===== src/spft_pkg.sv =====
// Shared types, codes and constants of the servo position feedback tracker.
`default_nettype none
package spft_pkg;

   // Operation codes carried by a request transfer.
   localparam logic [1:0] OP_SAMPLE = 2'd0;
   localparam logic [1:0] OP_SET    = 2'd1;
   localparam logic [1:0] OP_GET    = 2'd2;

   // Response status codes.
   localparam logic STATUS_OK        = 1'b0;
   localparam logic STATUS_BAD_MOTOR = 1'b1;

   // Configuration register indexes.
   localparam int unsigned CSR_INDEX_W = 4;
   localparam logic [CSR_INDEX_W-1:0] CSR_TOL_FIRST  = 4'd0;
   localparam logic [CSR_INDEX_W-1:0] CSR_TOL_SECOND = 4'd1;

   // PWM compare span, floor and the tolerance after reset.
   localparam int unsigned PWM_SPAN  = 350;
   localparam int unsigned PWM_FLOOR = 10;
   localparam logic [7:0]  TOL_RESET = 8'd3;

   // Field widths of the channels.
   localparam int unsigned ANGLE_W   = 8;
   localparam int unsigned SAMPLE_W  = 12;
   localparam int unsigned COMPARE_W = 9;
   localparam int unsigned FLAGS_W   = 2;
   localparam int unsigned MEAN_W    = 16;

   // Outcome of the end-of-frame update for one motor.
   typedef struct packed {
      logic [ANGLE_W-1:0] angle;
      logic               moving;
   } frame_type;

   // True when two angles differ by more than the tolerance.
   function automatic logic exceeds(logic [ANGLE_W-1:0] a, logic [ANGLE_W-1:0] b,
                                    logic [ANGLE_W-1:0] tol);
      logic [ANGLE_W-1:0] diff;
      diff = (a > b) ? (a - b) : (b - a);
      return diff > tol;
   endfunction

endpackage
`default_nettype wire


===== src/spft_req_if.sv =====
// Request channel of the tracker: operation, motor, target and converter sample.
`default_nettype none
interface spft_req_if;
   logic                           valid;
   logic                           ready;
   logic [1:0]                     operation;
   logic [7:0]                     motor_id;
   logic [spft_pkg::ANGLE_W-1:0]   target_angle;
   logic [spft_pkg::SAMPLE_W-1:0]  adc_sample;

   modport source (output valid, operation, motor_id, target_angle, adc_sample,
                   input ready);
   modport sink   (input valid, operation, motor_id, target_angle, adc_sample,
                   output ready);
endinterface
`default_nettype wire


===== src/spft_rsp_if.sv =====
// Response channel of the tracker: status, angle, PWM write and motion flags.
`default_nettype none
interface spft_rsp_if;
   logic                           valid;
   logic                           ready;
   logic                           status;
   logic [spft_pkg::ANGLE_W-1:0]   angle_out;
   logic                           pwm_write;
   logic                           pwm_motor;
   logic [spft_pkg::COMPARE_W-1:0] pwm_compare;
   logic                           frame_done;
   logic [spft_pkg::FLAGS_W-1:0]   moving_flags;

   modport source (output valid, status, angle_out, pwm_write, pwm_motor, pwm_compare,
                   frame_done, moving_flags, input ready);
   modport sink   (input valid, status, angle_out, pwm_write, pwm_motor, pwm_compare,
                   frame_done, moving_flags, output ready);
endinterface
`default_nettype wire


===== src/spft_csr_if.sv =====
// Configuration write channel of the tracker: register index and write data.
`default_nettype none
interface spft_csr_if;
   logic                               valid;
   logic                               ready;
   logic [spft_pkg::CSR_INDEX_W-1:0]   index;
   logic [7:0]                         data;

   modport source (output valid, index, data, input ready);
   modport sink   (input valid, index, data, output ready);
endinterface
`default_nettype wire


===== src/spft_frame_angle.sv =====
// End-of-frame conversion of one motor's mean into an angle and its moving flag.
`default_nettype none
module spft_frame_angle #(
   parameter int unsigned MAX_ANGLE = 180,
   parameter int unsigned MAX_ADC   = 4095
) (
   input  wire logic [spft_pkg::MEAN_W-1:0]  mean,
   input  wire logic [spft_pkg::ANGLE_W-1:0] prev_angle,
   input  wire logic [spft_pkg::ANGLE_W-1:0] tolerance,
   output spft_pkg::frame_type               update
);

   // floor(MAX_ANGLE*v/MAX_ADC) is exact as (v*RCP) >> SHIFT, since v*MAX_ADC < 2**SHIFT.
   localparam int unsigned SHIFT = 24;
   localparam int unsigned PROD_W = spft_pkg::SAMPLE_W + 32;
   localparam logic [31:0] ANG_RCP =
      32'(((64'(MAX_ANGLE) << SHIFT) + 64'(MAX_ADC) - 64'd1) / 64'(MAX_ADC));

   logic [spft_pkg::SAMPLE_W-1:0] clamped;
   logic [PROD_W-1:0]             product;
   logic [spft_pkg::ANGLE_W-1:0]  angle;

   // Clamp the mean to full scale, then scale it to degrees.
   always_comb begin
      clamped = (mean < spft_pkg::MEAN_W'(MAX_ADC)) ? mean[spft_pkg::SAMPLE_W-1:0]
                                                    : spft_pkg::SAMPLE_W'(MAX_ADC);
      product = PROD_W'(clamped) * PROD_W'(ANG_RCP);
      angle   = product[SHIFT +: spft_pkg::ANGLE_W];
   end

   // The motor counts as moving when the angle moved by more than its tolerance.
   assign update.angle  = angle;
   assign update.moving = spft_pkg::exceeds(angle, prev_angle, tolerance);

endmodule
`default_nettype wire


===== src/servo_position_feedback_tracker_unit.sv =====
// Top level of the servo position feedback tracker.
//
//   Channel | Direction | Carries
//   req_if  | in        | operation, motor_id, target_angle, adc_sample
//   rsp_if  | out       | status, angle_out, pwm_write, pwm_motor, pwm_compare,
//           |           | frame_done, moving_flags
//   csr_if  | in        | index, data (tolerance registers), always ready
//
// Every request gives exactly one response. The sample is divided and the compare value
// is looked up as the request is loaded into the input register; the state update then
// loads the response register. A new request is taken in every cycle while the response
// side does not stall. Reset clears the angles, the moving flags, the means and the sample
// position, and sets both tolerances to three degrees. A stalled response holds the
// pipeline; the input register still takes a request while it is empty.
`default_nettype none
module servo_position_feedback_tracker_unit #(
   parameter int unsigned MOTORS    = 2,
   parameter int unsigned SAMPLES   = 8,
   parameter int unsigned MAX_ANGLE = 180,
   parameter int unsigned MAX_ADC   = 4095
) (
   input wire logic clock,
   input wire logic reset,
   spft_req_if.sink   req_if,
   spft_rsp_if.source rsp_if,
   spft_csr_if.sink   csr_if
);

   localparam int unsigned ANGLE_W   = spft_pkg::ANGLE_W;
   localparam int unsigned SAMPLE_W  = spft_pkg::SAMPLE_W;
   localparam int unsigned COMPARE_W = spft_pkg::COMPARE_W;
   localparam int unsigned MEAN_W    = spft_pkg::MEAN_W;
   localparam int unsigned FRAME_LEN = MOTORS * SAMPLES;
   localparam int unsigned POS_W     = (FRAME_LEN > 1) ? $clog2(FRAME_LEN) : 1;
   localparam int unsigned MOT_W     = (MOTORS > 1) ? $clog2(MOTORS) : 1;

   // floor(sample/SAMPLES) is exact as (sample*RCP) >> SHIFT, since sample*SAMPLES < 2**SHIFT.
   localparam int unsigned SMP_SHIFT = 24;
   localparam int unsigned SMP_RCP_W = SMP_SHIFT + 1;
   localparam int unsigned SMP_PROD_W = SAMPLE_W + SMP_RCP_W;
   localparam logic [SMP_RCP_W-1:0] SMP_RCP =
      SMP_RCP_W'(((64'd1 << SMP_SHIFT) + 64'(SAMPLES) - 64'd1) / 64'(SAMPLES));

   // Compare value for every target angle, worked out at elaboration.
   typedef logic [COMPARE_W-1:0] cmp_table_type [256];

   function automatic cmp_table_type build_cmp_table();
      cmp_table_type tbl;
      int unsigned   clamped;
      for (int i = 0; i < 256; i++) begin
         clamped = (i < MAX_ANGLE) ? i : MAX_ANGLE;
         tbl[i]  = COMPARE_W'(spft_pkg::PWM_SPAN + spft_pkg::PWM_FLOOR -
                   (spft_pkg::PWM_SPAN * clamped + MAX_ANGLE - 1) / MAX_ANGLE);
      end
      return tbl;
   endfunction

   localparam cmp_table_type CMP_TABLE = build_cmp_table();

   // Handshake control.
   logic req_xfer;
   logic b_go;
   logic a_valid_ff, a_valid_in;
   logic rsp_valid_ff, rsp_valid_in;

   // Input register.
   logic [1:0]            a_op_ff;
   logic [7:0]            a_id_ff;
   logic [ANGLE_W-1:0]    a_tgt_ff;
   logic [SAMPLE_W-1:0]   a_quot_ff;
   logic [COMPARE_W-1:0]  a_cmp_ff;
   logic [SMP_PROD_W-1:0] smp_prod;

   // Tracker state.
   logic [ANGLE_W-1:0] tol_first_ff, tol_second_ff;
   logic [ANGLE_W-1:0] angle_ff [MOTORS];
   logic [ANGLE_W-1:0] angle_in [MOTORS];
   logic [MEAN_W-1:0]  mean_ff  [MOTORS];
   logic [MEAN_W-1:0]  mean_in  [MOTORS];
   logic [MEAN_W-1:0]  mean_sum [MOTORS];
   logic [MOTORS-1:0]  moving_ff, moving_in;
   logic [POS_W-1:0]   pos_ff, pos_in;
   spft_pkg::frame_type frame_upd [MOTORS];

   // Response register.
   logic                         rsp_status_ff, rsp_status_in;
   logic [ANGLE_W-1:0]           rsp_angle_ff, rsp_angle_in;
   logic                         rsp_pwm_write_ff, rsp_pwm_write_in;
   logic                         rsp_pwm_motor_ff, rsp_pwm_motor_in;
   logic [COMPARE_W-1:0]         rsp_compare_ff, rsp_compare_in;
   logic                         rsp_frame_ff, rsp_frame_in;
   logic [spft_pkg::FLAGS_W-1:0] rsp_flags_ff, rsp_flags_in;

   logic                sample_motor;
   logic [MOT_W-1:0]    cur_motor;
   logic [MOT_W-1:0]    id_idx;
   logic                id_valid;
   logic [ANGLE_W-1:0]  id_tol;

   // Transfers advance whenever the response register is free or being emptied.
   assign b_go          = a_valid_ff && (!rsp_valid_ff || rsp_if.ready);
   assign req_if.ready  = !a_valid_ff || b_go;
   assign req_xfer      = req_if.valid && req_if.ready;
   assign a_valid_in    = req_xfer ? 1'b1 : (b_go ? 1'b0 : a_valid_ff);
   assign rsp_valid_in  = b_go ? 1'b1 : (rsp_valid_ff && !rsp_if.ready);
   assign csr_if.ready  = 1'b1;

   // Divide the incoming sample by the frame length per motor.
   assign smp_prod = SMP_PROD_W'(req_if.adc_sample) * SMP_PROD_W'(SMP_RCP);

   // Motor of the next sample in the interleaved order.
   assign sample_motor = (MOTORS > 1) ? pos_ff[0] : 1'b0;
   assign cur_motor    = MOT_W'(sample_motor);

   // Addressed motor of a set or get request.
   assign id_valid = a_id_ff < 8'(MOTORS);
   assign id_idx   = a_id_ff[MOT_W-1:0];
   assign id_tol   = (id_idx == '0) ? tol_first_ff : tol_second_ff;

   // Means after the current sample, and the frame update of each motor.
   for (genvar k = 0; k < MOTORS; k++) begin : g_motor
      assign mean_sum[k] = (cur_motor == MOT_W'(k)) ? (mean_ff[k] + MEAN_W'(a_quot_ff))
                                                    : mean_ff[k];

      spft_frame_angle #(
         .MAX_ANGLE (MAX_ANGLE),
         .MAX_ADC   (MAX_ADC)
      ) u_frame_angle (
         .mean       (mean_sum[k]),
         .prev_angle (angle_ff[k]),
         .tolerance  ((k == 0) ? tol_first_ff : tol_second_ff),
         .update     (frame_upd[k])
      );
   end

   // State update and response for the request in the input register.
   always_comb begin
      angle_in         = angle_ff;
      mean_in          = mean_ff;
      moving_in        = moving_ff;
      pos_in           = pos_ff;
      rsp_status_in    = spft_pkg::STATUS_OK;
      rsp_angle_in     = '0;
      rsp_pwm_write_in = 1'b0;
      rsp_pwm_motor_in = 1'b0;
      rsp_compare_in   = '0;
      rsp_frame_in     = 1'b0;
      rsp_flags_in     = '0;
      if (b_go) begin
         unique case (a_op_ff) inside
            spft_pkg::OP_SAMPLE: begin
               mean_in = mean_sum;
               if (pos_ff == POS_W'(FRAME_LEN - 1)) begin
                  pos_in       = '0;
                  rsp_frame_in = 1'b1;
                  for (int k = 0; k < MOTORS; k++) begin
                     angle_in[k]  = frame_upd[k].angle;
                     moving_in[k] = frame_upd[k].moving;
                     mean_in[k]   = '0;
                  end
               end else begin
                  pos_in = pos_ff + POS_W'(1);
               end
            end
            spft_pkg::OP_SET, spft_pkg::OP_GET: begin
               if (!id_valid) begin
                  rsp_status_in = spft_pkg::STATUS_BAD_MOTOR;
               end else if (a_op_ff == spft_pkg::OP_GET) begin
                  rsp_angle_in = angle_ff[id_idx];
               end else if (spft_pkg::exceeds(a_tgt_ff, angle_ff[id_idx], id_tol)) begin
                  rsp_pwm_write_in  = 1'b1;
                  rsp_pwm_motor_in  = a_id_ff[0];
                  rsp_compare_in    = a_cmp_ff;
                  moving_in[id_idx] = 1'b1;
               end
            end
            default: begin
            end
         endcase
      end
      for (int k = 0; k < MOTORS; k++) begin
         rsp_flags_in[k] = moving_in[k];
      end
   end

   // Control and tracker state.
   always_ff @(posedge clock) begin
      if (reset) begin
         a_valid_ff    <= 1'b0;
         rsp_valid_ff  <= 1'b0;
         tol_first_ff  <= spft_pkg::TOL_RESET;
         tol_second_ff <= spft_pkg::TOL_RESET;
         moving_ff     <= '0;
         pos_ff        <= '0;
         for (int k = 0; k < MOTORS; k++) begin
            angle_ff[k] <= '0;
            mean_ff[k]  <= '0;
         end
      end else begin
         a_valid_ff   <= a_valid_in;
         rsp_valid_ff <= rsp_valid_in;
         moving_ff    <= moving_in;
         pos_ff       <= pos_in;
         angle_ff     <= angle_in;
         mean_ff      <= mean_in;
         if (csr_if.valid) begin
            unique case (csr_if.index)
               spft_pkg::CSR_TOL_FIRST:  tol_first_ff  <= csr_if.data;
               spft_pkg::CSR_TOL_SECOND: tol_second_ff <= csr_if.data;
               default: begin
               end
            endcase
         end
      end
   end

   // Input register payload, with the quotient and compare value prepared.
   always_ff @(posedge clock) begin
      if (req_xfer) begin
         a_op_ff   <= req_if.operation;
         a_id_ff   <= req_if.motor_id;
         a_tgt_ff  <= req_if.target_angle;
         a_quot_ff <= smp_prod[SMP_SHIFT +: SAMPLE_W];
         a_cmp_ff  <= CMP_TABLE[req_if.target_angle];
      end
   end

   // Response register payload.
   always_ff @(posedge clock) begin
      if (b_go) begin
         rsp_status_ff    <= rsp_status_in;
         rsp_angle_ff     <= rsp_angle_in;
         rsp_pwm_write_ff <= rsp_pwm_write_in;
         rsp_pwm_motor_ff <= rsp_pwm_motor_in;
         rsp_compare_ff   <= rsp_compare_in;
         rsp_frame_ff     <= rsp_frame_in;
         rsp_flags_ff     <= rsp_flags_in;
      end
   end

   assign rsp_if.valid        = rsp_valid_ff;
   assign rsp_if.status       = rsp_status_ff;
   assign rsp_if.angle_out    = rsp_angle_ff;
   assign rsp_if.pwm_write    = rsp_pwm_write_ff;
   assign rsp_if.pwm_motor    = rsp_pwm_motor_ff;
   assign rsp_if.pwm_compare  = rsp_compare_ff;
   assign rsp_if.frame_done   = rsp_frame_ff;
   assign rsp_if.moving_flags = rsp_flags_ff;

endmodule
`default_nettype wire


===== src/flat_wrapper.sv =====
// flat-port wrapper written by rule: the top's interface ports become plain ports
module servo_position_feedback_tracker_unit_flat 
#(
   parameter int unsigned MOTORS    = 2,
   parameter int unsigned SAMPLES   = 8,
   parameter int unsigned MAX_ANGLE = 180,
   parameter int unsigned MAX_ADC   = 4095
)
  (clock, reset, req_if_valid, req_if_operation, req_if_motor_id, req_if_target_angle, req_if_adc_sample, req_if_ready, rsp_if_valid, rsp_if_status, rsp_if_angle_out, rsp_if_pwm_write, rsp_if_pwm_motor, rsp_if_pwm_compare, rsp_if_frame_done, rsp_if_moving_flags, rsp_if_ready, csr_if_valid, csr_if_index, csr_if_data, csr_if_ready);
  spft_req_if req_if_i ();
  spft_rsp_if rsp_if_i ();
  spft_csr_if csr_if_i ();
  input wire logic clock;
  input wire logic reset;
  input wire logic [$bits(req_if_i.valid)-1:0] req_if_valid;
  input wire logic [$bits(req_if_i.operation)-1:0] req_if_operation;
  input wire logic [$bits(req_if_i.motor_id)-1:0] req_if_motor_id;
  input wire logic [$bits(req_if_i.target_angle)-1:0] req_if_target_angle;
  input wire logic [$bits(req_if_i.adc_sample)-1:0] req_if_adc_sample;
  output wire logic [$bits(req_if_i.ready)-1:0] req_if_ready;
  output wire logic [$bits(rsp_if_i.valid)-1:0] rsp_if_valid;
  output wire logic [$bits(rsp_if_i.status)-1:0] rsp_if_status;
  output wire logic [$bits(rsp_if_i.angle_out)-1:0] rsp_if_angle_out;
  output wire logic [$bits(rsp_if_i.pwm_write)-1:0] rsp_if_pwm_write;
  output wire logic [$bits(rsp_if_i.pwm_motor)-1:0] rsp_if_pwm_motor;
  output wire logic [$bits(rsp_if_i.pwm_compare)-1:0] rsp_if_pwm_compare;
  output wire logic [$bits(rsp_if_i.frame_done)-1:0] rsp_if_frame_done;
  output wire logic [$bits(rsp_if_i.moving_flags)-1:0] rsp_if_moving_flags;
  input wire logic [$bits(rsp_if_i.ready)-1:0] rsp_if_ready;
  input wire logic [$bits(csr_if_i.valid)-1:0] csr_if_valid;
  input wire logic [$bits(csr_if_i.index)-1:0] csr_if_index;
  input wire logic [$bits(csr_if_i.data)-1:0] csr_if_data;
  output wire logic [$bits(csr_if_i.ready)-1:0] csr_if_ready;
  assign req_if_i.valid = req_if_valid;
  assign req_if_i.operation = req_if_operation;
  assign req_if_i.motor_id = req_if_motor_id;
  assign req_if_i.target_angle = req_if_target_angle;
  assign req_if_i.adc_sample = req_if_adc_sample;
  assign req_if_ready = req_if_i.ready;
  assign rsp_if_valid = rsp_if_i.valid;
  assign rsp_if_status = rsp_if_i.status;
  assign rsp_if_angle_out = rsp_if_i.angle_out;
  assign rsp_if_pwm_write = rsp_if_i.pwm_write;
  assign rsp_if_pwm_motor = rsp_if_i.pwm_motor;
  assign rsp_if_pwm_compare = rsp_if_i.pwm_compare;
  assign rsp_if_frame_done = rsp_if_i.frame_done;
  assign rsp_if_moving_flags = rsp_if_i.moving_flags;
  assign rsp_if_i.ready = rsp_if_ready;
  assign csr_if_i.valid = csr_if_valid;
  assign csr_if_i.index = csr_if_index;
  assign csr_if_i.data = csr_if_data;
  assign csr_if_ready = csr_if_i.ready;
  servo_position_feedback_tracker_unit #(.MOTORS(MOTORS), .SAMPLES(SAMPLES), .MAX_ANGLE(MAX_ANGLE), .MAX_ADC(MAX_ADC)) u_core (.clock(clock), .reset(reset), .req_if(req_if_i), .rsp_if(rsp_if_i), .csr_if(csr_if_i));
endmodule

===== config.mk =====
export PLATFORM = sky130hd
export DESIGN_NAME = servo_position_feedback_tracker_unit_flat
export DESIGN_NICKNAME = d
export VERILOG_FILES = /design/src/spft_pkg.sv /design/src/spft_req_if.sv /design/src/spft_rsp_if.sv /design/src/spft_csr_if.sv /design/src/spft_frame_angle.sv /design/src/servo_position_feedback_tracker_unit.sv /design/src/flat_wrapper.sv
export SDC_FILE = /design/constraint.sdc
export NUM_CORES = 1
export LEC_CHECK = 0
export ABC_AREA = 1
export BUFFER_PORTS_ARGS = -buffer_cell sky130_fd_sc_hd__buf_2
export CAP_MARGIN = 20
export CORE_MARGIN = 5
export CORE_UTILIZATION = 55
export CTS_CLUSTER_DIAMETER = 40
export DETAILED_ROUTE_END_ITERATION = 10
export GPL_ROUTABILITY_DRIVEN = 0
export HOLD_SLACK_MARGIN = 0.06
export PLACE_DENSITY_LB_ADDON = 0.2
export SLEW_MARGIN = 30
export SYNTH_ARGS = -nofsm -noshare
export SYNTH_HDL_FRONTEND = slang
export SYNTH_SLANG_ARGS = --single-unit

===== constraint.sdc =====
create_clock -name clock -period 10.3 [get_ports clock]
set_clock_uncertainty 0.2 [all_clocks]
set_input_delay 2.06 -clock clock [delete_from_list [all_inputs] [get_ports clock]]
set_output_delay 2.06 -clock clock [all_outputs]
set_load 0.01 [all_outputs]

Word-level counts from Yosys, hierarchy flattened. Memories as Yosys holds them, arrays and structs flattened. A register that Yosys moved wholly into a read port is not among the register bits. Cells that the tools add are included. W data, S select, Z words.

Output and inout port bits: 26. Logic and storage cells: 102. Register bits after elaboration: 122. Memories kept: 1. ROM bits: 2304. Input port bits: 47.

Muxes and demuxes: 27. Add/subtract/negate cells: 9. $mul: 2. Equality and inequality tests: 4. Bitwise logic cells: 6. Reduce and logical (&&, ||, !) cells: 20. $lt $le $gt $ge: 12.

Memories: (name not given) (depth 256, width 9, read ports 1, clocked after memory_dff 1, wr ports 0, line servo_position_feedback_tracker_unit.sv:224) `a_cmp_ff <= CMP_TABLE[req_if.target_angle];`.

Operators by type and width (count): $mul A12 B20 Y32 const B (2); $mux W8 (7); $gt A8 B8 Y1 (6); $sub A8 B8 Y8 (6); $add A16 B9 Y16 (2); $lt A16 B12 Y1 const B (2); $mux W16 (2); $mux W32 (1); $mux W12 (2); $mux W2 (5); $not A8 Y9 (1); $lt A8 B2 Y1 const B (1); $mux W1 (7); $reduce_and A2 Y1 (3); $reduce_and A3 Y1 (2); $add A4 B1 Y4 const B (1); $eq A4 B1 Y1 const B (1); $eq A4 B4 Y1 const B (1); $logic_and A1 B1 Y1 (4); $logic_not A4 Y1 (1); $mux W4 (1); $pmux W2 S2 (1); $reduce_or A4 Y1 (1); $logic_not A1 Y1 (3); other kinds (14) (17).

Logic depth before layout (Yosys ltp). Gate-level depths: netlist of run 1.

Depth in word-level cells: 12. Gate-level depth with buffers: 64. Depth with buffers taken out: 64.

By module. From an unflattened synthesis of run 1, not the netlist that was laid out.

Cell total of the unflattened synthesis: 2576. Area, all modules: 17823.3 um^2.

Modules (own cells, without submodules): servo_position_feedback_tracker_unit (cells an instance 1103, seq. area each 3213.1 um^2, instances 1, area an instance 8236.6 um^2); spft_frame_angle (u_core.g_motor[0].u_frame_angle) (cells an instance 770, seq. area each 0.0 um^2, instances 1, area an instance 4913.5 um^2); spft_frame_angle (u_core.g_motor[1].u_frame_angle) (cells an instance 703, seq. area each 0.0 um^2, instances 1, area an instance 4673.2 um^2).

Least setup slack after synthesis of run 1. Ideal clock, no wire load.

Path type: register to register. Start: register u_core.a_quot_ff[0]. End: register u_core.rsp_flags_ff, in the netlist u_core.rsp_if.moving_flags[0] (data pin). Setup time: 0.259 ns. Arrival: 8.774 ns. Period minus slack after synthesis: 9.233 ns. Slack: 1.067 ns. Cell stages (with the launch flop): 58. Buffers on the path: 0. Data required time: 9.841 ns. Cell sequence: edfxtp_1 > ha_1 > fa_1 > nand2_1 > nand2_1 > o21ai_2 > or2_1 > nand3_1 > nand2_1 > nor2_2 > nor2_4 > nand2_1 > nor2_2 > nand3_4 > nand2_2 > inv_2 > o21ai_0 > ha_1 > [22 not listed] > o311ai_1 > nand2_2 > o21ai_1 > nor2_1 > or2_1 > xor2_1 > inv_1 > ha_1 > nand2_1 > inv_1 > a221oi_1 > o21ai_0 > o41ai_1 > nand2_1 > nand3_1 > o21ai_0 > nand2_1 > nand2_1.

RTL lines: start: declaration (line servo_position_feedback_tracker_unit.sv:70) `logic [SAMPLE_W-1:0] a_quot_ff;`; start signal: assignment (line servo_position_feedback_tracker_unit.sv:223) `a_quot_ff <= smp_prod[SMP_SHIFT +: SAMPLE_W];`; end signal: assignment (line servo_position_feedback_tracker_unit.sv:237) `rsp_flags_ff <= rsp_flags_in;`; end: declaration (line servo_position_feedback_tracker_unit.sv:92) `logic [spft_pkg::FLAGS_W-1:0] rsp_flags_ff, rsp_flags_in;`.

==> flow_summary.json, run 1 <==
{
  "fillers": 2665,
  "fin_nets": 2696,
  "die_h_um": 184,
  "synthCells": 2191,
  "port_buffers": 68,
  "hold_depth": 2,
  "placed_cell_area_mm2": 0.0175,
  "antenna_cells": 0,
  "postRouteAntennaNets": 0,
  "p_clk_frac": 0.155,
  "firstDrtPassIters": 6,
  "htree_levels": 4,
  "drt-wirelength-per-cell_um": 15.4,
  "top_usage_layer": "met2",
  "p_comb_frac": 0.684,
  "fmax_mhz": 102,
  "synthSimpleGateAreaFrac": 0.206,
  "grt_pass1_wl_um": 68900,
  "viasPerCell": 5.48,
  "synth_top_cell_by_area": "ha_1",
  "period_needed_ps": 9790,
  "layout.area.seq_mm2": 0.00321,
  "seqPwrFrac": 0.162,
  "clkTransAtPathRegs_ps": 60,
  "synth_top_family_by_area": "adder cells",
  "hp-start": "u_core.angle_ff[7]",
  "cts-root-buf": "clkbuf_16",
  "finalCritPeriodShare": 0.950,
  "netlist_area_mm2": 0.0166,
  "route.detailed.drc": 0,
  "fin_util": 0.613,
  "synthesis.nets": 2609,
  "yosysUniqueCellTypes": 69,
  "cp.required_ps": 10270,
  "arrival_ps": 9760,
  "die_x_um": 184,
  "synthMuxAreaShare": 0.00876,
  "rows": 63,
  "cp-start-kind": "register",
  "cts_buffer_depth": 2,
  "grt_max_degree": 43,
  "die_area_mm2": 0.0337,
  "reg2reg_to": "u_core.rsp_if.moving_flags[0]",
  "cts_tree": "built",
  "synthAdderAreaFrac": 0.319,
  "p_switching_mw": 1.64,
  "async_flop_share": 0,
  "gr-usage-met2": 0.422,
  "post-dp-hpwl_um": 33700,
  "synth_compound_area_frac": 0.137,
  "start_util": 0.558,
  "ys_warn_count": 0,
  "holdPathEnd": "u_core.angle_ff[7]",
  "crit_fanout": 8,
  "vdd_drop_max_mv": 0.262,
  "synth_edf_count": 59,
  "via_count": 14700,
  "fin_area_mm2": 0.0182,
  "drive_above_1_share": 0.113,
  "grt_pass1_vias": 14500,
  "cap_violations": 0,
  "synth-xor-area-share": 0.0236,
  "setup_violations": 0,
  "cts_buffers": 17,
  "yosysSeqAreaShare": 0.194,
  "rsz0062_at_grt": "true",
  "multiInputGateArea_mm2": 0.0117,
  "overflow": 0,
  "met3_usage": 0.0313,
  "min_path_type": "reg2reg",
  "tightest_slew_ps": 1020,
  "slew_viol_final": 0,
  "antenna_found_initial": 0,
  "drt-total-wl_um": 41400,
  "use_met1": 0.331,
  "synthTopCellsByArea": "ha_1, edfxtp_1, fa_1, nand2_1, inv_1",
  "drtIter0Drc": 842,
  "synth-main-ff-cell": "dfxtp_1",
  "leakagePower_nw": 9.62,
  "clock_sinks": 131,
  "crit_top_cell": "nand2_1",
  "crit_type": "reg2reg",
  "slew_headroom": 0.318,
  "power.density_mw_per_mm2": 194,
  "synth-seq-cells": 131,
  "reg2regPathDepth": 58,
  "grt_use_total": 0.247,
  "avgSynthCellArea_um2": 7.57,
  "synthToLayoutAreaGrowth_pct": 9.90,
  "io_pins": 73,
  "critPathMaxStageDelay_ps": 530,
  "core_mm2": 0.0297,
  "clk_latency_ps": 430,
  "synth.top_cell.area_share": 0.215,
  "crit_path_top_delay_cell": "fa_1",
  "r2r_slack_ps": 510,
  "hold_buffers": 0,
  "cp-end-kind": "register",
  "cell_internal_pwr_mw": 1.90,
  "hold_viol": 0,
  "status": "finished, final reports clean",
  "rr_startpoint": "u_core.a_quot_ff[0]",
  "swShare": 0.463
}
[per-layer routing]
layer,vias to the layer above,part of all wire
met3,72,0.044
met4,0,0.021
met5,-,0
met1,6824,0.46
li1,7373,-
met2,405,0.48
[synth_stat cells (11+ instances only)]
cell type    n
ha_1       285
nand2_1    424
xor2_1      32
o22ai_1     15
fa_1        86
a21oi_1    159
o21bai_1    11
nand4_1     24
nor2_1     132
nor2_2      12
inv_1      422
o21ai_0    101
o21ai_1     13
nand3_1     80
nor3_1      21
edfxtp_1    59
o221ai_1    11
inv_2       18
dfxtp_1     72
clkbuf_1    27
[through the flow]
step | total power [mW] | worst slack (ps) | cells | setup TNS (ps) | hold WS, ps
2_1_floorplan | 2.16 | 1070 | 2191 | 0 | 226
3_3_place_gp | 2.77 | 183 | 2644 | 0 | 244
3_5_place_dp | 2.84 | 129 | 2645 | 0 | 248
4_1_cts | 3.40 | 70.2 | 2675 | 0 | 259
5_1_grt | 3.90 | -58.8 | 2679 | -58.8 | 290
6_report | 3.54 | 514 | 2679 | 0 | 259
[cells by family (layout without fill, tap and decap cells)]
family                   count (synthesis)  after routing
AND/OR/NAND/NOR                        761            761
adder cells (fa/ha/maj)                371            371
AO/OA/AOI/OAI                          388            388
other                                    1              1
buffers and inverters                  482            580
multiplexers                            14             14
XOR/XNOR                                43             43
flip-flops                             131            131
[state kept, by name, summed over array words and instances (netlist names), 2 cells and up]
signal                      cells
u_core.a_quot_ff                9
u_core.a_tgt_ff                 8
u_core.moving_ff                2
u_core.angle_ff                16
u_core.a_cmp_ff                 9
u_core.rsp_if.angle_out         8
u_core.a_id_ff                  8
u_core.tol_second_ff            8
u_core.pos_ff                   4
u_core.a_op_ff                  2
u_core.tol_first_ff             8
u_core.mean_ff                 32
u_core.rsp_if.moving_flags      2
u_core.rsp_if.pwm_compare       9
[power groups by stage]
stage	combinational [mW]	clock (mW)	sequential, mW
floorplan	1.58	0	0.582
global placement	2.19	0	0.584
detailed placement	2.26	0	0.584
CTS	2.27	0.556	0.573
global route	2.75	0.582	0.574
finish	2.42	0.548	0.573
[what timing repair did]
| item | 4_1_cts | 5_1_grt |
|---|---|---|
| buffers inserted | 0 | 4 |
| setup endpoints to repair | 0 | 4 |
| resized for setup | 0 | 48 |
[cell usage in the layout (no fill, tap or decap), types with 14 or more instances in the layout]
cell and instances:
nand2_1 423, inv_1 420, ha_1 278, a21oi_1 159, nor2_1 129, o21ai_0 91, fa_1 83, nand3_1 78
dfxtp_1 72, buf_2 68, edfxtp_1 59, buf_4 35, xor2_1 31, nand4_1 24, nor3_1 20, inv_2 20
o21ai_1 17, clkbuf_16 17, o22ai_1 15, nor2_2 14
[worst max-delay path, delay by kind of cell, from the launching register on]
| family | cells | cell delay [ps] |
|---|---|---|
| flip-flops | 1 | 430 |
| buffers and inverters | 11 | 1010 |
| AO/OA/AOI/OAI | 14 | 1920 |
| XOR/XNOR | 2 | 290 |
| adder cells (fa/ha/maj) | 10 | 3710 |
| AND/OR/NAND/NOR | 21 | 1940 |
[area by class of cell]
| class | instances | area share |
|---|---|---|
| timing repair buffer | 105 | 0.0350 |
| multi-input combinational | 1578 | 0.641 |
| tap | 390 | 0.0268 |
| clock buffer | 17 | 0.0234 |
| inverter | 445 | 0.0921 |
| sequential | 131 | 0.176 |
| clock inverter | 13 | 0.00495 |
[worst max path at each step]
stage | startpoint | endpoint | slack, ps
floorplan | u_core.a_quot_ff[0] | u_core.rsp_if.moving_flags[0] | 1070
global placement | u_core.a_quot_ff[0] | u_core.rsp_if.moving_flags[0] | 180
detailed placement | u_core.a_quot_ff[0] | u_core.rsp_if.moving_flags[0] | 130
CTS | u_core.a_quot_ff[0] | u_core.rsp_if.moving_flags[0] | 70
global route | u_core.a_quot_ff[0] | u_core.rsp_if.moving_flags[0] | -60
finish | u_core.a_quot_ff[0] | u_core.rsp_if.moving_flags[0] | 510
Note: power is estimated with default switching activity, not from simulation.
==> run 2, diff against run 1 <==
- CTS_BUF_LIST: default -> sky130_fd_sc_hd__clkbuf_4
- PLACE_DENSITY: default -> 0.72
- PLACE_DENSITY_LB_ADDON: 0.2 -> default
- SLEW_MARGIN: 30 -> default
==> run 2 against run 1 <==
  * Combinational power about the same
  * Final cell count increased by 0.30%
  * Count of clock-buffer cells in the layout increased by 1
  * Sequential power about the same
  * Sequential cell count unchanged
  * Largest power group unchanged
  * Highest routed layer unchanged
==> flow_summary.json, run 2 (synthesized netlist as in run 1, its figures left out) <==
{
  "top_regs": "u_core.mean_ff: 32 flops, u_core.angle_ff: 16 flops",
  "whs_ps": 274,
  "cts-root-buf": "clkbuf_4",
  "post-dp-hpwl_um": 33900,
  "power.density_mw_per_mm2": 185,
  "multiInputGateArea_mm2": 0.0116,
  "layout.cells.non_filler": 2687,
  "fmax_mhz": 102,
  "overflow": 0,
  "crit_path_top_delay_cell": "fa_1",
  "rows": 63,
  "grt_pass1_vias": 14600,
  "cap_violations": 0,
  "cts_buffers": 17,
  "path_delay_family": "adder cells",
  "setup_slack_ps": 496,
  "grt_pass1_wl_um": 68900,
  "wl_met2_um": 19800,
  "rsz0062_at_grt": "true",
  "finalCritPeriodShare": 0.952,
  "port_buffers": 68,
  "synthToLayoutAreaGrowth_pct": 8.30,
  "wl_met1_um": 19000,
  "crit_buf_inv": 13,
  "met3_wirelength_um": 1580,
  "seqPwrFrac": 0.172,
  "start_util": 0.558,
  "p_switching_mw": 1.61,
  "vdd_drop_max_mv": 0.222,
  "grt_use_total": 0.246,
  "critPathMaxStageDelay_ps": 530,
  "top_register": "u_core.mean_ff",
  "p_comb_frac": 0.716,
  "drt-total-wl_um": 41200,
  "hold_buffers": 0,
  "maxUsedRoutingLayer": "met4",
  "die_x_um": 184,
  "min_path_type": "reg2reg",
  "core_mm2": 0.0297,
  "clkTransAtPathRegs_ps": 140,
  "die_area_mm2": 0.0337,
  "final_cell_mix": "nand2_1, inv_1, ha_1",
  "setup_violations": 0,
  "cell_internal_pwr_mw": 1.72,
  "cp.required_ps": 10440,
  "crit_top_cell": "inv_1",
  "drtIter0Drc": 1152,
  "grt_max_degree": 43,
  "route.detailed.drc": 0,
  "cp-end-kind": "register",
  "drt-wirelength-per-cell_um": 15.3,
  "fillers": 2678,
  "crit_fanout": 8,
  "crit_type": "reg2reg",
  "antenna_found_initial": 1,
  "place_inst": 2645,
  "cts_buffer_depth": 2,
  "clock_sinks": 131,
  "tightest_slew_ps": 1020,
  "clk_latency_ps": 580,
  "layout.area.seq_mm2": 0.00321,
  "leakagePower_nw": 9.53,
  "cts_tree": "built",
  "p_clk_frac": 0.112,
  "arrival_ps": 9940,
  "period_needed_ps": 9800,
  "cp-start-kind": "register",
  "postRouteAntennaNets": 0,
  "tns_ps": 0,
  "slew_headroom": 0.322,
  "io_pins": 73,
  "fin_nets": 2701,
  "drive_above_1_share": 0.113,
  "largest_register_ffs": 32,
  "via_count": 14800,
  "die_h_um": 184,
  "mostFrequentLayoutCell": "nand2_1",
  "firstDrtPassIters": 7,
  "slew_viol_final": 0,
  "hold_viol": 0,
  "status": "finished, final reports clean",
  "post-place-ws_ps": 211,
  "htree_levels": 4,
  "viasPerCell": 5.49,
  "swShare": 0.482
}
run 2: cell types whose count changed in the layout (fill, tap and decap cells not counted), sizes merged:
| cell | previous run | this run |
|---|---|---|
| inv | 443 | 446 |
| bufinv | 0 | 2 |
| clkinv | 12 | 8 |
| buf | 105 | 109 |
| clkbuf | 17 | 19 |
| diode | 0 | 1 |
run 2: area by class of cell:
class	instances	share of cell area
antenna	1	0.000139
clock buffer	18	0.00753
clock inverter	14	0.00843
inverter	445	0.0935
multi-input combinational	1578	0.648
sequential	131	0.179
tap	390	0.0272
timing repair buffer	110	0.0364
run 2: timing repair:
action,CTS,global route
endpoints found under the hold margin,0,0
setup buffers,0,9
setup endpoints to repair,0,4
resized for setup,0,35
run 2: metal layers:
| metal | vias to the layer above | track usage |
|---|---|---|
| met5 | - | 0 |
| met4 | 0 | 0.0629 |
| met3 | 65 | 0.0277 |
| met2 | 354 | 0.421 |
| met1 | 6969 | 0.335 |
| li1 | 7362 | - |
run 2: power groups by stage:
stage / logic, mW / registers, mW / clock network (mW)
2_1_floorplan: 1.58 / 0.582 / 0
3_3_place_gp: 2.14 / 0.583 / 0
3_5_place_dp: 2.22 / 0.583 / 0
4_1_cts: 2.23 / 0.572 / 0.380
5_1_grt: 2.71 / 0.573 / 0.406
6_report: 2.39 / 0.572 / 0.373
run 2: final timing paths:
check                                    startpoint                       endpoint  slack [ps]  cells past startpoint
worst max-delay path            u_core.a_quot_ff[0]  u_core.rsp_if.moving_flags[1]         500                     58
worst min-delay path             u_core.angle_ff[7]             u_core.angle_ff[7]         270                      2
worst max register to register  u_core.a_quot_ff[0]  u_core.rsp_if.moving_flags[1]         500                     58
worst min register to register   u_core.angle_ff[7]             u_core.angle_ff[7]         270                      2
run 2: worst min-delay path, delay by kind of cell (launching register included):
family	cells	cell delay [ps]
simple gates	2	110
flops	1	340
run 2: through the flow:
| stage | area, µm² | total power [mW] | util |
|---|---|---|---|
| 2_1_floorplan | 16600 | 2.16 | - |
| 3_3_place_gp | 17500 | 2.72 | 0.588 |
| 3_5_place_dp | 17500 | 2.80 | 0.588 |
| 4_1_cts | 17800 | 3.19 | 0.598 |
| 5_1_grt | 18000 | 3.69 | 0.604 |
| 6_report | 18000 | 3.33 | 0.604 |
==> run 3, diff against run 2 <==
- CTS_BUF_LIST: sky130_fd_sc_hd__clkbuf_4 -> sky130_fd_sc_hd__clkbuf_8
- SYNTH_HIERARCHICAL: default -> 1
==> run 3 against run 2 <==
  * Design area rose by 5.7%
  * Count of clock-buffer cells in the layout down 1
  * Sequential power hardly changed
  * Final cell count is 15% higher
  * Largest cell class unchanged
==> flow_summary.json, run 3 <==
{
  "status": "finished, final reports clean",
  "grt_max_degree": 39,
  "yosysMostFrequentCell": "nand2_1",
  "setup_violations": 0,
  "drtIter0Drc": 1265,
  "crit_type": "reg2reg",
  "slew_headroom": 0.287,
  "rows": 66,
  "overflow": 0,
  "min_path_type": "reg2reg",
  "cp-end-kind": "register",
  "synthToLayoutAreaGrowth_pct": 6.48,
  "crit_path_top_delay_cell": "fa_1",
  "io_pins": 73,
  "firstDrtPassIters": 6,
  "netlist_area_mm2": 0.0178,
  "clkTransAtPathRegs_ps": 90,
  "drt-total-wl_um": 44600,
  "critPathMaxStageDelay_ps": 500,
  "synthesis.nets": 2994,
  "vdd_drop_max_mv": 0.273,
  "synth-main-ff-cell": "dfxtp_1",
  "cts_buffer_depth": 2,
  "top_regs": "u_core/mean_ff: 32 flops, u_core/angle_ff: 16 flops",
  "synth_edf_count": 59,
  "route.detailed.drc": 0,
  "whs_ps": 267,
  "grt_pass1_vias": 16400,
  "avgSynthCellArea_um2": 6.92,
  "die_area_mm2": 0.0361,
  "grt_pass1_wl_um": 75300,
  "hold_viol": 0,
  "core_mm2": 0.0323,
  "crit_fanout": 9,
  "htree_levels": 4,
  "post-dp-hpwl_um": 36600,
  "cp-start-kind": "register",
  "leakagePower_nw": 10.6,
  "rsz0062_at_grt": "false",
  "power.density_mw_per_mm2": 179,
  "synthTopCellsByArea": "ha_1, nand2_1, inv_1, edfxtp_1, fa_1",
  "fmax_mhz": 105,
  "mostFrequentLayoutCell": "nand2_1",
  "drt-wirelength-per-cell_um": 14.4,
  "viasPerCell": 5.33,
  "slew_viol_final": 0,
  "start_util": 0.552,
  "largest_register_ffs": 32,
  "tns_ps": 0,
  "drive_above_1_share": 0.0798,
  "final_cell_mix": "nand2_1, inv_1, ha_1",
  "arrival_ps": 9590,
  "port_buffers": 68,
  "postRouteAntennaNets": 0,
  "die_x_um": 190,
  "top_register": "u_core/mean_ff",
  "cp.required_ps": 10330,
  "fin_nets": 3049,
  "via_count": 16500,
  "antenna_found_initial": 1,
  "ys_warn_count": 6,
  "cap_violations": 0,
  "synthCells": 2576,
  "cts-root-buf": "clkbuf_8",
  "finalCritPeriodShare": 0.929,
  "synth.top_cell.area_share": 0.200,
  "cts_buffers": 17,
  "die_h_um": 190,
  "synth_top_cell_by_area": "ha_1",
  "cts_tree": "built",
  "grt_use_total": 0.251,
  "clk_latency_ps": 480,
  "period_needed_ps": 9570,
  "async_flop_share": 0,
  "synthTopCellsByCount": "nand2_1, inv_1, ha_1, nor2_1, a21oi_1",
  "tightest_slew_ps": 1070,
  "yosysSeqAreaShare": 0.180,
  "fin_util": 0.588,
  "yosysUniqueCellTypes": 64,
  "clock_sinks": 131,
  "synth-seq-cells": 131,
  "crit_top_cell": "nand2_1",
  "cts_setup_buffers": 0
}
run 3: cell count changes after synthesis, sizes merged, moves of 8 or more:
| cell | delta |
|---|---|
| xor2 | -8 |
| clkbuf | -13 |
| nand2 | +257 |
| or2 | +17 |
| nor2 | +76 |
| o21ai | -14 |
| inv | +68 |
| buf | +13 |
| a221oi | -9 |
| nand3 | +46 |
| o22ai | -13 |
| a21oi | -15 |
| mux2i | -8 |
run 3: worst paths after layout:
kind	start	endpoint	slack, ps	cells past startpoint
setup / recovery	u_core/a_quot_ff[0]	u_core/rsp_if.moving_flags[1]	730	53
hold / removal	u_core/a_valid_ff	u_core/rsp_if.valid	270	2
setup reg to reg	u_core/a_quot_ff[0]	u_core/rsp_if.moving_flags[1]	730	53
hold reg to reg	u_core/a_valid_ff	u_core/rsp_if.valid	270	2
run 3: cell type report:
class / count / area, µm²
diodes: 1 / 2.50
well taps: 442 / 553
repair buffers: 73 / 378
clock inverters: 15 / 158
fillers: 3035 / 13300
multi-input cells: 1899 / 12500
inverters: 509 / 1920
flip-flops and latches: 131 / 3210
clock buffers: 17 / 234
run 3: critical path, delay by kind of cell, from the launching register on:
family | cells | cell delay [ps]
fa+ha+maj | 10 | 3880
simple gates | 27 | 3210
compound gates | 9 | 1210
flops | 1 | 440
buf+inv | 7 | 360
run 3: power breakdown:
part	internal (mW)	switching [mW]	leakage (nW)
clock	0.217	0.227	0.192
combinational	0.866	1.52	9.23
sequential	0.563	0.0114	1.14
total	1.65	1.76	10.6
run 3: logic make-up (layout without fill, tap and decap cells):
group                      count (synthesis)  count (layout)  synth area share
buffers and inverters                    546             614             0.118
DFF                                      131             131             0.180
xor gates and xnor gates                  37              37            0.0190
adders and majority gates                371             371             0.297
muxes                                      2               2           0.00112
other                                      1               2          0.000210
and+or+nand+nor                         1167            1167             0.282
AOI/OAI and AO/OA                        321             321             0.104
run 3: layer usage:
| metal | up-vias | part of all wire | routed length [µm] | global-route usage |
|---|---|---|---|---|
| met5 | - | 0 | 0 | 0 |
| met4 | 0 | 0.030 | 1320 | 0.0924 |
| met3 | 93 | 0.040 | 1780 | 0.0237 |
| met2 | 434 | 0.49 | 21800 | 0.445 |
| met1 | 7627 | 0.44 | 19700 | 0.317 |
| li1 | 8299 | - | - | - |
run 3: repair_timing:
action | CTS | global route
hold buffers | 0 | 0
endpoints found under the setup margin | 0 | 2
gates resized for setup | 0 | 3
run 3: metrics by stage:
step                setup WS (ps)  cell area [µm²]  instances  power (mW)
CTS                           490            19000       3086        3.41
global route                 48.6            19000       3086        3.78
floorplan                    1920            17800       2576        2.37
detailed placement            526            18600       3054        2.95
finish                        733            19000       3087        3.40
global placement              666            18600       3054        2.86
